`src/design/coin_change_dp_assert.svh`:
```
// ----------------------------------------------------------------------------
// coin_change_dp_assert.svh
// Assertion macros for the coin change block. Expect clk and rst_n in scope.
// ----------------------------------------------------------------------------
`ifndef COIN_CHANGE_DP_ASSERT_SVH
`define COIN_CHANGE_DP_ASSERT_SVH

// Same-cycle implication
`define CCDP_ASSERT_IMPL(lbl, ante, cons, msg) \
  lbl: assert property (@(posedge clk) disable iff (!rst_n) (ante) |-> (cons)) \
    else $error(msg);

// Next-cycle implication
`define CCDP_ASSERT_NEXT(lbl, ante, cons, msg) \
  lbl: assert property (@(posedge clk) disable iff (!rst_n) (ante) |=> (cons)) \
    else $error(msg);

`endif

```
`src/design/ccdp_pkg.sv`:
```
// ----------------------------------------------------------------------------
// ccdp_pkg
// Types, constants and codes shared by the coin change block.
// ----------------------------------------------------------------------------
`timescale 1ns / 1ps
`default_nettype none

package ccdp_pkg;

  localparam int MODE_W   = 2;
  localparam int COIN_W   = 10;
  localparam int AMT_W    = 10;
  localparam int MIN_W    = 10;
  localparam int WAYS_W   = 63;
  localparam int AMT_SPAN = 1 << AMT_W;

  localparam int MAX_COINS_DEF  = 8;
  localparam int MAX_AMOUNT_DEF = 1024;

  typedef enum logic [MODE_W-1:0] {
    MODE_ADD   = 2'd0,
    MODE_CLEAR = 2'd1,
    MODE_QUERY = 2'd2
  } mode_t;

  typedef enum logic [1:0] {
    STAT_STORED   = 2'd0,
    STAT_REJECTED = 2'd1,
    STAT_CLEARED  = 2'd2,
    STAT_ANSWERED = 2'd3
  } stat_t;

  typedef enum logic [2:0] {
    S_IDLE,
    S_INIT,
    S_ISSUE,
    S_DRAIN1,
    S_DRAIN2,
    S_WRITE,
    S_RESP
  } state_t;

  typedef struct packed {
    logic [MODE_W-1:0] mode;
    logic [COIN_W-1:0] coin_value;
    logic [AMT_W-1:0]  amount;
  } in_item_t;

  typedef struct packed {
    stat_t             status;
    logic              reachable;
    logic [MIN_W-1:0]  min_coins;
    logic [WAYS_W-1:0] ways;
    logic              ways_saturated;
  } out_item_t;

  // One row of the DP table
  typedef struct packed {
    logic              reach;
    logic [MIN_W-1:0]  min_coins;
    logic              sat;
    logic [WAYS_W-1:0] ways;
  } tbl_entry_t;

  typedef struct packed {
    logic  load_item;
    logic  coin_wr;
    logic  count_clr;
    logic  init;
    logic  coin_rd;
    logic  tbl_wr;
    logic  out_load;
    stat_t status;
  } ccdp_cmd_t;

  typedef struct packed {
    logic coin_zero;
    logic full;
    logic amt_oob;
    logic cnt_zero;
    logic last_coin;
    logic last_amt;
    logic target_zero;
    logic out_free;
  } ccdp_sts_t;

endpackage

`default_nettype wire

```
`src/design/ccdp_ctrl.sv`:
```
// ----------------------------------------------------------------------------
// ccdp_ctrl
// Sequencer: decodes transactions and steps the DP fill over amounts/coins.
// ----------------------------------------------------------------------------
`timescale 1ns / 1ps
`default_nettype none

module ccdp_ctrl (
  input  logic                        clk,
  input  logic                        rst_n,
  input  logic                        in_valid,
  input  logic [ccdp_pkg::MODE_W-1:0] in_mode,
  output logic                        in_ready,
  input  ccdp_pkg::ccdp_sts_t         sts,
  output ccdp_pkg::ccdp_cmd_t         cmd
);
  import ccdp_pkg::*;

  state_t state_r, state_nxt;
  stat_t  stat_r, stat_nxt;
  logic   coin_ok;

  assign coin_ok = !sts.coin_zero && !sts.full;

  always_ff @(posedge clk) begin
    if (!rst_n) begin
      state_r <= S_IDLE;
      stat_r  <= STAT_REJECTED;
    end else begin
      state_r <= state_nxt;
      stat_r  <= stat_nxt;
    end
  end

  // next state
  always_comb begin
    state_nxt = state_r;
    stat_nxt  = stat_r;
    case (state_r)
      S_IDLE: begin
        if (in_valid) begin
          state_nxt = S_RESP;
          case (in_mode)
            MODE_ADD:   stat_nxt = coin_ok ? STAT_STORED : STAT_REJECTED;
            MODE_CLEAR: stat_nxt = STAT_CLEARED;
            MODE_QUERY: begin
              if (sts.amt_oob) begin
                stat_nxt = STAT_REJECTED;
              end else begin
                stat_nxt  = STAT_ANSWERED;
                state_nxt = S_INIT;
              end
            end
            default:    stat_nxt = STAT_REJECTED;
          endcase
        end
      end
      S_INIT: begin
        if (sts.target_zero) begin
          state_nxt = S_RESP;
        end else if (sts.cnt_zero) begin
          state_nxt = S_DRAIN1;
        end else begin
          state_nxt = S_ISSUE;
        end
      end
      S_ISSUE:  if (sts.last_coin) state_nxt = S_DRAIN1;
      S_DRAIN1: state_nxt = S_DRAIN2;
      S_DRAIN2: state_nxt = S_WRITE;
      S_WRITE: begin
        if (sts.last_amt) begin
          state_nxt = S_RESP;
        end else if (sts.cnt_zero) begin
          state_nxt = S_DRAIN1;
        end else begin
          state_nxt = S_ISSUE;
        end
      end
      S_RESP:   if (sts.out_free) state_nxt = S_IDLE;
      default:  state_nxt = S_IDLE;
    endcase
  end

  // outputs
  always_comb begin
    cmd        = '0;
    cmd.status = stat_r;
    in_ready   = 1'b0;
    case (state_r)
      S_IDLE: begin
        in_ready      = 1'b1;
        cmd.load_item = in_valid;
        cmd.coin_wr   = in_valid && (in_mode == MODE_ADD) && coin_ok;
        cmd.count_clr = in_valid && (in_mode == MODE_CLEAR);
      end
      S_INIT:   cmd.init     = 1'b1;
      S_ISSUE:  cmd.coin_rd  = 1'b1;
      S_WRITE:  cmd.tbl_wr   = 1'b1;
      S_RESP:   cmd.out_load = sts.out_free;
      default:  cmd.status   = stat_r;
    endcase
  end

endmodule

`default_nettype wire

```
`config.mk`:
```
export PLATFORM = sky130hd
export DESIGN_NAME = ccdp_ctrl
export DESIGN_NICKNAME = d
export VERILOG_FILES = /design/src/design/coin_change_dp_assert.svh /design/src/design/ccdp_pkg.sv /design/src/design/ccdp_ctrl.sv
export SDC_FILE = /design/constraint.sdc
export NUM_CORES = 1
export LEC_CHECK = 0
export BUFFER_PORTS_ARGS = -buffer_cell sky130_fd_sc_hd__clkbuf_2
export CAP_MARGIN = 20
export CORE_AREA = 10 10 47 49
export DETAILED_ROUTE_END_ITERATION = 12
export DIE_AREA = 0 0 57 59
export MAX_ROUTING_LAYER = met4
export SLEW_MARGIN = 20
export SYNTH_ARGS = -nofsm -noshare
export SYNTH_HDL_FRONTEND = slang
export SYNTH_SLANG_ARGS = --single-unit
```
`constraint.sdc`:
```
create_clock -name clk -period 2.7 [get_ports clk]
set_input_delay 0.135 -clock clk [delete_from_list [all_inputs] [get_ports clk]]
set_output_delay 0.135 -clock clk [all_outputs]
set_load 0.02 [all_outputs]
```
## Word-level counts from Yosys, hierarchy flattened

Index checks and enable logic that the tools add are counted.

| word-level totals | value |
|---|---|
| flip-flop bits (word level) | 5 |
| latch bits | 0 |
| RAM bits | 0 |
| bits in read-only memories | 0 |
| output and inout port bits | 10 |
| logic and storage cells | 41 |
| memories | 0 |

| operators by class | value |
|---|---|
| $add $sub $neg | 0 |
| $mul | 0 |
| div/mod/pow operators | 0 |
| $lt $le $gt $ge | 0 |
| eq/ne operators | 11 |
| shift operators | 0 |
| multiplexer cells | 18 |
| bitwise operators | 0 |
| reductions and logical operators | 10 |

Operators by type and width:

| kind | count |
|---|---|
| 3-bit two-way mux | 8 |
| 3-bit one-hot mux with 7 select lines | 1 |
| 3-bit == test, second input constant | 3 |
| 1-bit two-way mux | 7 |
| 3-bit by 2-bit == test with 1-bit output, second input constant | 2 |
| 2-bit != test, second input constant | 3 |
| 2-bit one-hot mux with 3 select lines | 1 |
| 1-bit logical AND | 4 |
| 3-bit by 1-bit == test with 1-bit output, second input constant | 1 |
| 3-bit zero test | 1 |
| 3-bit AND reduction | 1 |
| 2-bit by 1-bit == test with 1-bit output, second input constant | 1 |
| 2-bit == test, second input constant | 1 |
| 1-bit zero test | 2 |
| 2-bit zero test | 1 |
| 2-bit two-way mux | 1 |
| 2-bit AND reduction | 1 |

## Logic depth before layout (Yosys ltp)

Gate-level depths: netlist (run 1).

| logic depth | value |
|---|---|
| word-level depth | 4 |
| gate-level depth with buffers | 5 |
| depth with buffers taken out | 4 |

## Worst setup path before layout (run 1)

No wires, ideal clock.

| path | value |
|---|---|
| kind | flip-flop to output port |
| start | register state_r[2] |
| end | output port cmd[7] in the netlist's numbering |
| data arrival time | 1.633 ns |
| data required time | 2.565 ns |
| setup slack | 0.932 ns |
| stages on the path, launching flop included | 4 |
| path through | dfxtp_1 > nor3_4 > nand2_1 > nor4b_1 |

RTL lines:

| item | line | RTL |
|---|---|---|
| start, declared | ccdp_ctrl.sv:19 | `state_t state_r, state_nxt;` |
| start signal, assigned | ccdp_ctrl.sv:30 | `state_r <= state_nxt;` |
| end, declared | ccdp_ctrl.sv:15 | `output ccdp_pkg::ccdp_cmd_t cmd` |

==> results of run 1 <==
## power by group
part | switching (W) | internal [W]
logic | 0.000148 | 0.000119
registers | 0.0000650 | 0.0000995
clock network | 0.0000273 | 0.0000556
## per-layer routing
layer / global-route usage / vias up / share of wire
met5: - / - / 0
met4: 0.03020 / 0 / 0
met3: 0.02575 / 0 / 0.044
met2: 0.09612 / 8 / 0.52
met1: 0.06913 / 191 / 0.44
li1: - / 235 / -
## cells in the mapped netlist, types with 2 or more instances
master / n / area, um2
buf_2: 2 / 10.01
dfxtp_1: 5 / 100.1
nor2_1: 7 / 26.28
nand2b_1: 2 / 12.51
nand2_1: 3 / 11.26
inv_1: 4 / 15.01
nor3_1: 2 / 10.01
mux2i_1: 2 / 20.02
o21ai_0: 4 / 20.02
a21oi_1: 4 / 20.02
nand4b_1: 3 / 26.28
## metrics by stage
stage / power (W) / utilization
finish: 0.0005145 / 0.3795
global route: 0.0005596 / 0.3795
CTS: 0.0005225 / 0.3795
detailed placement: 0.0004361 / 0.3607
global placement: 0.0004358 / 0.3607
floorplan: 0.0003663 / -
## kinds of logic (layout without fill, tap and decap cells)
group           count (synthesis)  in the layout  synth area share
mux                             2              2           0.05096
simple gates                   24             24            0.3854
flops                           5              5            0.2548
compound gates                 13             13            0.2261
buf+inv                         7             30           0.08280
## worst paths after layout
check	from	end	slack (ns)	cells past startpoint
setup / recovery	state_r[2]	cmd[7]	0.90	4
hold / removal	sts[0]	state_r[2]	0.12	2
setup reg to reg	state_r[2]	stat_r[0]	1.36	4
hold reg to reg	stat_r[1]	stat_r[1]	0.50	1
## state kept, by name, summed over array words and instances, names as in the netlist
name	cells
state_r	3
stat_r	2
## area by class of cell
cell class | count | area (um2)
inverters | 4 | 15.01
fillers | 164 | 869.6
multi-input cells | 39 | 260.3
repair buffers | 22 | 110.1
well taps | 16 | 20.02
clock buffers | 4 | 26.28
flip-flops and latches | 5 | 100.1
==> run summary, run 1 <==
The TritonCTS buffer count came out at 3. After layout, the worst setup slack is ~0.9 ns. From bottom edge to top edge, the die measures between 50 and 60 um. The region available for standard cell placement spans 0.001401 mm2. The maximum single-stage delay on the critical path came out at 0.45 ns. The number of flops mapped to enable cells by yosys came out at 0. The startpoint type of the worst setup path is a flip-flop. The total negative slack is 0 ns. The final-stage net count is 88. In this run the power density over the cells is 967.5 mW/mm2. The overall die area is 0.003363 mm2. The initial antenna violation count was 0. The antenna diode count came out at 0. The critical path is of the flip-flop to primary output type. Setup repair after global routing left no endpoint under its margin.

The post-place setup slack came out at 1.144 ns. Broken down by cell family, the worst path's largest delay share belongs to simple AND/OR/NAND/NOR gates. The instance area after placement is 505.5 um2. Across all layers, the routed design uses 434 vias. The number of cell rows is 14. The detailed router's first-iteration violation count is 5. The maximum frequency from static timing analysis came out at 554.4 MHz. During I/O placement, the number of pins put on the boundary was 23. The count of TritonRoute iterations in the first routing pass is 3.

The critical path goes through nor3_4 -> nand2_1 -> nor4b_1 -> clkbuf_2. The synthesized net count came out at 64. From left edge to right edge, the die measures around 57 um.

TritonCTS built the clock tree. The wire length of the first global-routing pass is around 1.7 mm. The setup fix buffers added after clock tree synthesis came out at 0. The final weighted congestion in routability-driven placement came out at roughly 0.8. The clock root buffer master is clkbuf_4.

The slew at the pin with the worst max-slew slack is 0.4914 ns. The post-cts resize count came out at 0. The clock tree skew after final layout is between 0.002 and 0.0025 ns. The critical path data required time came out at 2.57 ns. The pin count of the biggest net entering global routing is 14.

The level count of the clock H-tree came out at 1. In the routed layout, each cell is associated on average with a via count of between 4 and 5. The number of buffers between clock root and the deepest sink came out at 2.

After clock tree synthesis, the clock-pin slew on the worst setup and hold paths is 0.04 ns. The number of warnings reported in the yosys synthesis log came out at 0. The buffer and inverter count on the worst path is 1. The finished cells cover 531.8 um2.

The tool flagged a number of max-cap violations equal to 0. From synthesis to final layout, the design area changed by 35.35%. The gate count of the mapped netlist came out at 51. The post-route DRC violation count is 0.

After detailed routing, the total wire length is slightly above 1 mm. For this run the aggregate overflow at the end of global routing stands at 0. The detailed placer's ending HPWL came out at 875.5 um. The total setup violations reported at the end of the flow is 0. STA puts the critical path data arrival time at 1.67 ns. The final worst hold slack came out at between 0.1 and 0.15 ns. The synthesized cell area is 392.9 um2.

The highest fanout seen on the critical path is 13. The clock drives 5 sinks. In this run the worst hold path is classified as primary input to flip-flop.

At the later pin of the worst-skew pair, clock insertion delay measures 0.24 ns. The shortest period the worst path allows is 1.804 ns. The maximum vdd drop came out at 0.0004622 V.

The library cells used most frequently in the layout, excluding fill and tap cells, are clkbuf_2 (22), nor2_1 (7), dfxtp_1 (5). Leaving out fill and tap cells, the most frequent cell in the layout is clkbuf_2. Of the available clock period, the critical path in the final layout requires 0.6680. The worst setup path is captured at a primary output. The run finished with clean final reports.

The sequential cell area fraction in the yosys report is 0.2548. After detailed routing, the average wire length per cell comes to around 11 um. The number of cells after detailed placement came out at 86. The number of buffers inserted for hold repair after clock tree synthesis is 0. In this run the tightest slew margin relative to its limit is 0.6720. The starting utilization of the core area is 0.2804.

The number of pins with negative max-slew slack in the final report came out at 0. The async set-or-reset flop fraction in the synthesized netlist came out at 0. Of the cells placed in the final design, the portion with a size suffix greater than 1 is 0.3784.

The count of endpoints failing hold in the final timing report came out at 0. The leakage power came out at around 0.26 nW. The overall global routing resource usage came out at 0.06272. The most used flip-flop cell after synthesis is dfxtp_1. The average footprint of a synthesized cell is 7.703 um2. The quantity of I/O buffers inserted on ports is 22. The final standard cell count with taps included and fillers excluded came out at 90.

The via count of the first global-routing pass is 377. The remaining antenna violation count is 0. On the critical path, the stage with the largest delay is an instance of dfxtp_1. Yosys mapped the design onto 24 distinct sky130hd cell types. The synthesis-stage register bit count is 5.
Power figures use the tool's default switching activity.
==> inputs of run 2 (changes only) <==
Clock period 2.7 ns to 1.6 ns, I/O delays scaled along.
==> run 2 against run 1 <==
Worst hold slack worse by 0.050 ns. Die area unchanged. Clock power up 70%. Sequential power up 41%. Clock skew up 0.0025 ns. Final cell count up 4.4%. Critical path depth unchanged. First-iteration DRC count up 40%. Critical endpoint unchanged.
==> run summary, run 2 (synthesized netlist as in run 1, its figures left out) <==
Run status: completed (unchanged). Highest-count cells in the layout ignoring fill and taps: clkbuf_2 (22), nor2_1 (7) (was clkbuf_2 (22), nor2_1 (7), dfxtp_1 (5)). The number of placed I/O pins came out at 23 (unchanged). The antenna diode count is 0 (unchanged). The clock tree skew after final layout is 0.004801 ns (was 0.002337 ns). The pin count of the biggest net entering global routing is 14 (unchanged). The detail-routed net length per standard cell came out at 11.83 um (was 11.44 um).

The overall global routing resource usage is 0.06835 (was 0.06272). The net switching share of the total power came out at 0.4436 (was 0.4679). The number of vias per cell came out at 4.745 (was 4.822). The final-stage net count is 92 (was 88). The overall die area is 0.003363 mm2 (unchanged). The initial antenna violation count came to 0 (unchanged). Setup repair after global routing missed its margin: false (unchanged). The type of the worst setup path is flip-flop to primary output (unchanged). The wire length of the first global-routing pass came to 1.835 mm (was 1.683 mm).

The core outline area is 0.001401 mm2 (unchanged). The detailed placer's ending HPWL is 933.4 um (was 875.5 um). The CTS tree was built (unchanged).

The critical path data required time came to 1.52 ns (was 2.57 ns). The clock root buffer master is clkbuf_4 (unchanged). The total setup violations reported at the end of the flow is 0 (unchanged).

The number of flip-flops in the largest register is 3 (unchanged). The post-CTS clock slew at the launch and capture registers of the worst setup and hold paths came out at 0.04 ns (about the same). The final weighted congestion in routability-driven placement was 0.8074 (was 0.8024). The maximum single-stage delay on the critical path is 0.38 ns (was 0.45 ns). The maximum vdd drop came out at 0.0009131 V (was 0.0004622 V).

The net switching power figure came out at 0.0004231 W (was 0.0002407 W). The worst max-slew margin expressed relative to the limit is 0.8428 (was 0.6720). The class of the worst hold path is primary input to flip-flop (unchanged).

The count of TritonRoute iterations in the first routing pass came to 4 (was 3). The leakage power came out at 0.2815 nW (was 0.2606 nW). The count of endpoints failing hold in the final timing report came out at 0 (unchanged).

The TritonCTS buffer count came out at 3 (unchanged). The number of pins with negative max-slew slack in the final report is 0 (unchanged). The total overflow reported by the global router is 0 (unchanged). The sink count of the clock tree came out at 5 (unchanged).

The startpoint type of the worst setup path is a flip-flop (unchanged). The endpoint class of the critical path was a primary output (unchanged). The post-route DRC violation count is 0 (unchanged). The worst-path cell with the longest stage delay was dfxtp_2 (was dfxtp_1).

The proportion of power drawn by flip-flops and latches is 0.242 (was 0.320). The number of cells after detailed placement came out at 89 (was 86). The number of cell rows came to 14 (unchanged). The quantity of I/O buffers inserted on ports came out at 22 (unchanged). The share of layout cells above drive strength 1 was 0.4359 (was 0.3784). Dividing the final minimum period by the clock period gives 0.9407. The cell area power density came out at 1675 mW/mm2 (was 967.5 mW/mm2).

The shortest period the worst path allows came out at about 1.5 ns. Cells traversed along the worst timing path: nor3_4 -> nand2_1 -> nor4b_2 -> clkbuf_2 (was nor3_4 -> nand2_1 -> nor4b_1 -> clkbuf_2). The clock latency on the worst-skew pair is 0.24 ns (about the same).

The die boundary width is 57 um (unchanged). The starting utilization of the core area came out at 0.2804 (unchanged). The final non-filler cell area is 569.3 um2 (was 531.8 um2). The number of buffers between clock root and the deepest sink came to 2 (unchanged). The highest fanout seen on the critical path is 13 (unchanged). The level count of the clock H-tree came to 1 (unchanged).

The maximum frequency from static timing analysis came out at 664.4 MHz. The slew at the pin with the worst max-slew slack was 0.2358 ns (was 0.4914 ns). The final standard cell count with taps included and fillers excluded came out at 94 (was 90). The combinational share of power was 0.610 (was 0.519). The remaining antenna violation count is 0 (unchanged). The vertical extent of the die was 59 um (unchanged). The most common cell after layout, fill and taps aside is clkbuf_2 (unchanged). Top flop regs: state_r: 3 flops, stat_r: 2 flops (unchanged). The detailed router's first-iteration violation count was 7 (was 5). The final cell utilization of the core came to 0.4063 (was 0.3795).

The overall routed net length is 1.112 mm (was 1.030 mm). The clock network fraction of design power came out at 0.147 (was 0.161). The total vias in the final route is 446 (was 434). The register with the highest flop count is state_r (unchanged). The internal power of the cells came out at 0.0005307 W (was 0.0002738 W). The number of max-cap violations came out at 0 (unchanged). The number of buffers inserted for hold repair after clock tree synthesis came out at 0 (unchanged).

The via count of the first global-routing pass is 436 (was 377). The synthesis-to-layout area growth came out at 44.90% (was 35.35%). The arrival time of the worst setup path came out at 1.43 ns (was 1.67 ns). The total negative slack is 0 ns (unchanged). The instance area after placement is 534.3 um2 (was 505.5 um2).
## run 2: changes by cell type in the layout (fill, tap and decap cells not counted)
cell	change
nor4b_1	-1
dfxtp_1	-1
nor4b_2	+1
dfxtp_2	+1
buf_4	+4
## run 2: per-stage QoR
step,setup WS (ns),hold slack (ns),total power (W)
3_5_place_dp,0.2707,0.3116,0.0007935
5_1_grt,0.006298,0.06152,0.001042
6_report,0.09493,0.06604,0.0009538
2_1_floorplan,0.1523,0.1562,0.0006203
3_3_place_gp,0.3204,0.3057,0.0007867
4_1_cts,0.01868,0.06088,0.0009392
## run 2: what timing repair did
item,CTS,global route
setup endpoints to repair,0,2
setup buffers,0,1
resized for setup,0,1
## run 2: area by class of cell
class,instances,area [um2]
clock buffer,4,26.28
inverter,4,15.01
sequential,5,101.3
fill,162,832.0
timing repair buffer,26,140.1
tap,16,20.02
multi-input combinational,39,266.5
## run 2: worst paths after layout
kind | start | to | slack (ns) | cells past startpoint
worst max-delay path | state_r[0] | cmd[7] | 0.09 | 4
worst min-delay path | sts[0] | state_r[2] | 0.07 | 2
worst max register to register | state_r[0] | state_r[2] | 0.36 | 5
worst min register to register | stat_r[1] | stat_r[1] | 0.50 | 1
## run 2: worst max-delay path: cells and delay by family (launching register included)
| kind | cells | cell delay (ns) |
|---|---|---|
| AND/OR/NAND/NOR | 3 | 0.61 |
| flip-flops | 1 | 0.38 |
| buffers and inverters | 1 | 0.21 |
## run 2: power by group through the flow
| stage | Clock (W) | Combinational [W] | Sequential (W) |
|---|---|---|---|
| floorplan | 0 | 0.000395 | 0.000225 |
| global placement | 0 | 0.000556 | 0.000230 |
| detailed placement | 0 | 0.000562 | 0.000231 |
| CTS | 0.000148 | 0.000563 | 0.000227 |
| global route | 0.000161 | 0.000646 | 0.000236 |
| finish | 0.000141 | 0.000582 | 0.000231 |
## run 2: layer usage
metal / vias up / GRT usage / routed length, um
met2: 10 / 0.1070 / 572
met1: 193 / 0.07464 / 474
met3: 0 / 0.02790 / 65
met4: 0 / 0.03020 / 0
met5: - / - / 0
li1: 243 / - / -
==> inputs of run 3 (changes only) <==
Settings changed: PLACE_DENSITY_LB_ADDON set to 0.12.
==> run 3 against run 2 <==
Count of clock-buffer cells in the layout is the same. Sequential power is 11% higher. First-iteration DRC count is 57% lower. Routed wire length fell by 3.8%. Maximum frequency is 2.5% higher. Die area unchanged. Register-to-register slack lost 0.02 ns. Worst hold slack gained 0.012 ns. Via count decreased by 3.6%. Critical path depth unchanged. Design area decreased by 2.6%. Power fell by 4.0%. Critical path type unchanged. Critical endpoint unchanged.
==> run summary, run 3 (synthesized netlist as in run 1, its figures left out) <==
The share of layout cells above drive strength 1 was 0.4211 (was 0.4359). The critical path data required time came out at 1.52 ns (about the same). The instance area after placement came out at 526.8 um2 (was 534.3 um2). The remaining antenna violation count came to 0 (unchanged). The final standard cell count with taps included and fillers excluded came out at 92 (was 94).

The highest fanout seen on the critical path came out at 13 (unchanged). The via count of the first global-routing pass came out at 427 (was 436). The number of fill cells in the layout is 172 (was 162).

The most common cell after layout, fill and taps aside is clkbuf_2 (unchanged). The number of max-cap violations is 0 (unchanged). The number of buffers inserted for hold repair after clock tree synthesis is 0 (unchanged). Run status: completed (unchanged). The detailed placer's ending HPWL was 879.8 um (was 933.4 um). The area occupied by multi-input gates was 266.5 um2 (unchanged). The total negative slack came out at 0 ns (unchanged). The count of TritonRoute iterations in the first routing pass was 3 (was 4).

The number of placed I/O pins is 23 (unchanged). The clock network fraction of design power is 0.151 (was 0.147). The end point of the critical path was cmd[7] (unchanged). The clock latency on the worst-skew pair came to 0.23 ns (was 0.24 ns). The post-route DRC violation count is 0 (unchanged). The area occupied by registers is 101.3 um2 (unchanged). The number of flip-flops in the largest register is 3 (unchanged). The total vias in the final route came out at 430 (was 446). The shortest period the worst path allows came to 1.469 ns (was 1.505 ns). The final worst hold slack is 0.07809 ns (was 0.06604 ns). The proportion of power drawn by flip-flops and latches is 0.281 (was 0.242). The number of buffers between clock root and the deepest sink came out at 2 (unchanged). Highest-count cells in the layout ignoring fill and taps: clkbuf_2 (22), nor2_1 (7) (unchanged). The CTS tree is built (unchanged).

The worst max-slew margin expressed relative to the limit is 0.7082 (was 0.8428). The worst reg2reg path startpoint is state_r[0] (unchanged). The net switching power figure came out at 0.0004173 W (was 0.0004231 W). The synthesis-to-layout area growth came out at 41.08% (was 44.90%). The post-CTS clock slew at the launch and capture registers of the worst setup and hold paths came to 0.04 ns (about the same). The worst-path cell with the longest stage delay is dfxtp_1 (was dfxtp_2).

The type of the worst setup path is flip-flop to primary output (unchanged). The slack of the worst reg-to-reg path came to 0.34 ns (was 0.36 ns). The die boundary width came out at 57 um (unchanged). The share of the cycle needed by the critical path after routing is 0.9180 (was 0.9407). Cells traversed along the worst timing path: nor3_4 -> nand2_1 -> nor4b_2 -> clkbuf_2 (unchanged).

The endpoint class of the critical path is a primary output (unchanged). The total overflow reported by the global router is 0 (unchanged). Top flop regs: state_r: 3 flops, stat_r: 2 flops (unchanged). The internal power of the cells came out at 0.0004978 W (was 0.0005307 W). The clock root buffer master is clkbuf_4 (unchanged).

The initial antenna violation count came out at 0 (unchanged). The overall routed net length came out at 1.070 mm (was 1.112 mm). The slew at the pin with the worst max-slew slack came to 0.4372 ns (was 0.2358 ns).

The arrival time of the worst setup path came out at 1.39 ns (was 1.43 ns). The detail-routed net length per standard cell came out at 11.63 um (was 11.83 um). The dominant delay contributor by cell family on the critical path was simple AND/OR/NAND/NOR gates (unchanged). The overall die area came out at 0.003363 mm2 (unchanged). The class of the worst hold path is primary input to flip-flop (unchanged). The final-stage net count was 90 (was 92). The leakage power was 0.2715 nW (was 0.2815 nW).

The buffer and inverter count on the worst path is 1 (unchanged). The maximum single-stage delay on the critical path came out at 0.43 ns (was 0.38 ns). The clock tree skew after final layout is 0.0001609 ns (was 0.004801 ns). The final non-filler cell area was 554.3 um2 (was 569.3 um2).

The number of cell rows is 14 (unchanged). The overall global routing resource usage is 0.06525 (was 0.06835). The net switching share of the total power came out at 0.4560 (was 0.4436). The capturing point of the worst reg2reg path is state_r[2] (unchanged).

The total setup violations reported at the end of the flow is 0 (unchanged). The sink count of the clock tree came out at 5 (unchanged). The level count of the clock H-tree is 1 (unchanged). The maximum vdd drop is 0.0007917 V (was 0.0009131 V).

The start point of the critical path was state_r[0] (unchanged). The TritonCTS buffer count is 3 (unchanged). The core outline area came out at 0.001401 mm2 (unchanged).

The wire length of the first global-routing pass came to 1.773 mm (was 1.835 mm). The number of cells after detailed placement came out at 88 (was 89). Setup repair after global routing missed its margin: false (unchanged). The startpoint type of the worst setup path is a flip-flop (unchanged). The number of pins with negative max-slew slack in the final report is 0 (unchanged). The number of vias per cell was 4.674 (was 4.745). The depth of the worst register-to-register path is 4 (was 5). The register with the highest flop count is state_r (unchanged). The count of endpoints failing hold in the final timing report is 0 (unchanged).

The critical path depth in cells came to 4 (unchanged). The antenna diode count came out at 0 (unchanged). The starting utilization of the core area came out at 0.2804 (unchanged). The vertical extent of the die is 59 um (unchanged). The cell area power density was 1651 mW/mm2 (was 1675 mW/mm2). The pin count of the biggest net entering global routing is 14 (unchanged).

The combinational share of power came out at 0.568 (was 0.610). The final weighted congestion in routability-driven placement is 0.7192 (was 0.8074). The maximum frequency from static timing analysis is 680.8 MHz (was 664.4 MHz). The detailed router's first-iteration violation count is 3 (was 7).

The quantity of I/O buffers inserted on ports is 22 (unchanged).
==> run 3: cell types whose count changed in the layout (fill, tap and decap cells not counted), sizes merged <==
cell  before  now
buf        4    2
==> run 3: metal layers <==
| metal | GRT usage | part of all wire |
|---|---|---|
| met1 | 0.06872 | 0.43 |
| met2 | 0.1008 | 0.52 |
| met3 | 0.01931 | 0.041 |
| met4 | 0.05034 | 0.0037 |
| met5 | - | 0 |
==> run 3: worst min-delay path by stage <==
stage | startpoint | end | slack (ns) | cells past startpoint
2_1_floorplan | rst_n | stat_r[0] | 0.16 | 1
4_1_cts | sts[0] | state_r[2] | 0.07 | 2
3_3_place_gp | rst_n | stat_r[0] | 0.32 | 2
6_report | rst_n | stat_r[0] | 0.08 | 2
3_5_place_dp | rst_n | stat_r[0] | 0.32 | 2
5_1_grt | sts[0] | state_r[2] | 0.07 | 2
==> run 3: metrics by stage <==
| step | utilization | power (W) | setup slack (ns) |
|---|---|---|---|
| final | 0.3955 | 0.0009152 | 0.1312 |
| after global routing | 0.3955 | 0.001004 | 0.02481 |
| after CTS | 0.3946 | 0.0009233 | 0.08244 |
| after detailed placement | 0.3759 | 0.0007779 | 0.3264 |
| after global placement | 0.3759 | 0.0007841 | 0.3296 |
| after floorplan | - | 0.0006203 | 0.1523 |
==> run 3: what timing repair did <==
action                                  CTS  global route
resized for setup                         0             1
endpoints found under the setup margin    0             1
setup buffers                             0             0
==> run 3: area by class of cell <==
type                       instances  share of cell area
multi-input combinational         39              0.4808
clock buffer                       4             0.04740
sequential                         5              0.1828
inverter                           4             0.02709
timing repair buffer              24              0.2257
tap                               16             0.03612
==> run 3: power by group through the flow <==
stage          Sequential [W]  Clock (W)  Combinational, W
2_1_floorplan        0.000225          0          0.000395
3_3_place_gp         0.000254          0          0.000530
3_5_place_dp         0.000254          0          0.000524
4_1_cts              0.000251   0.000146          0.000526
5_1_grt              0.000268   0.000160          0.000576
6_report             0.000257   0.000138          0.000520
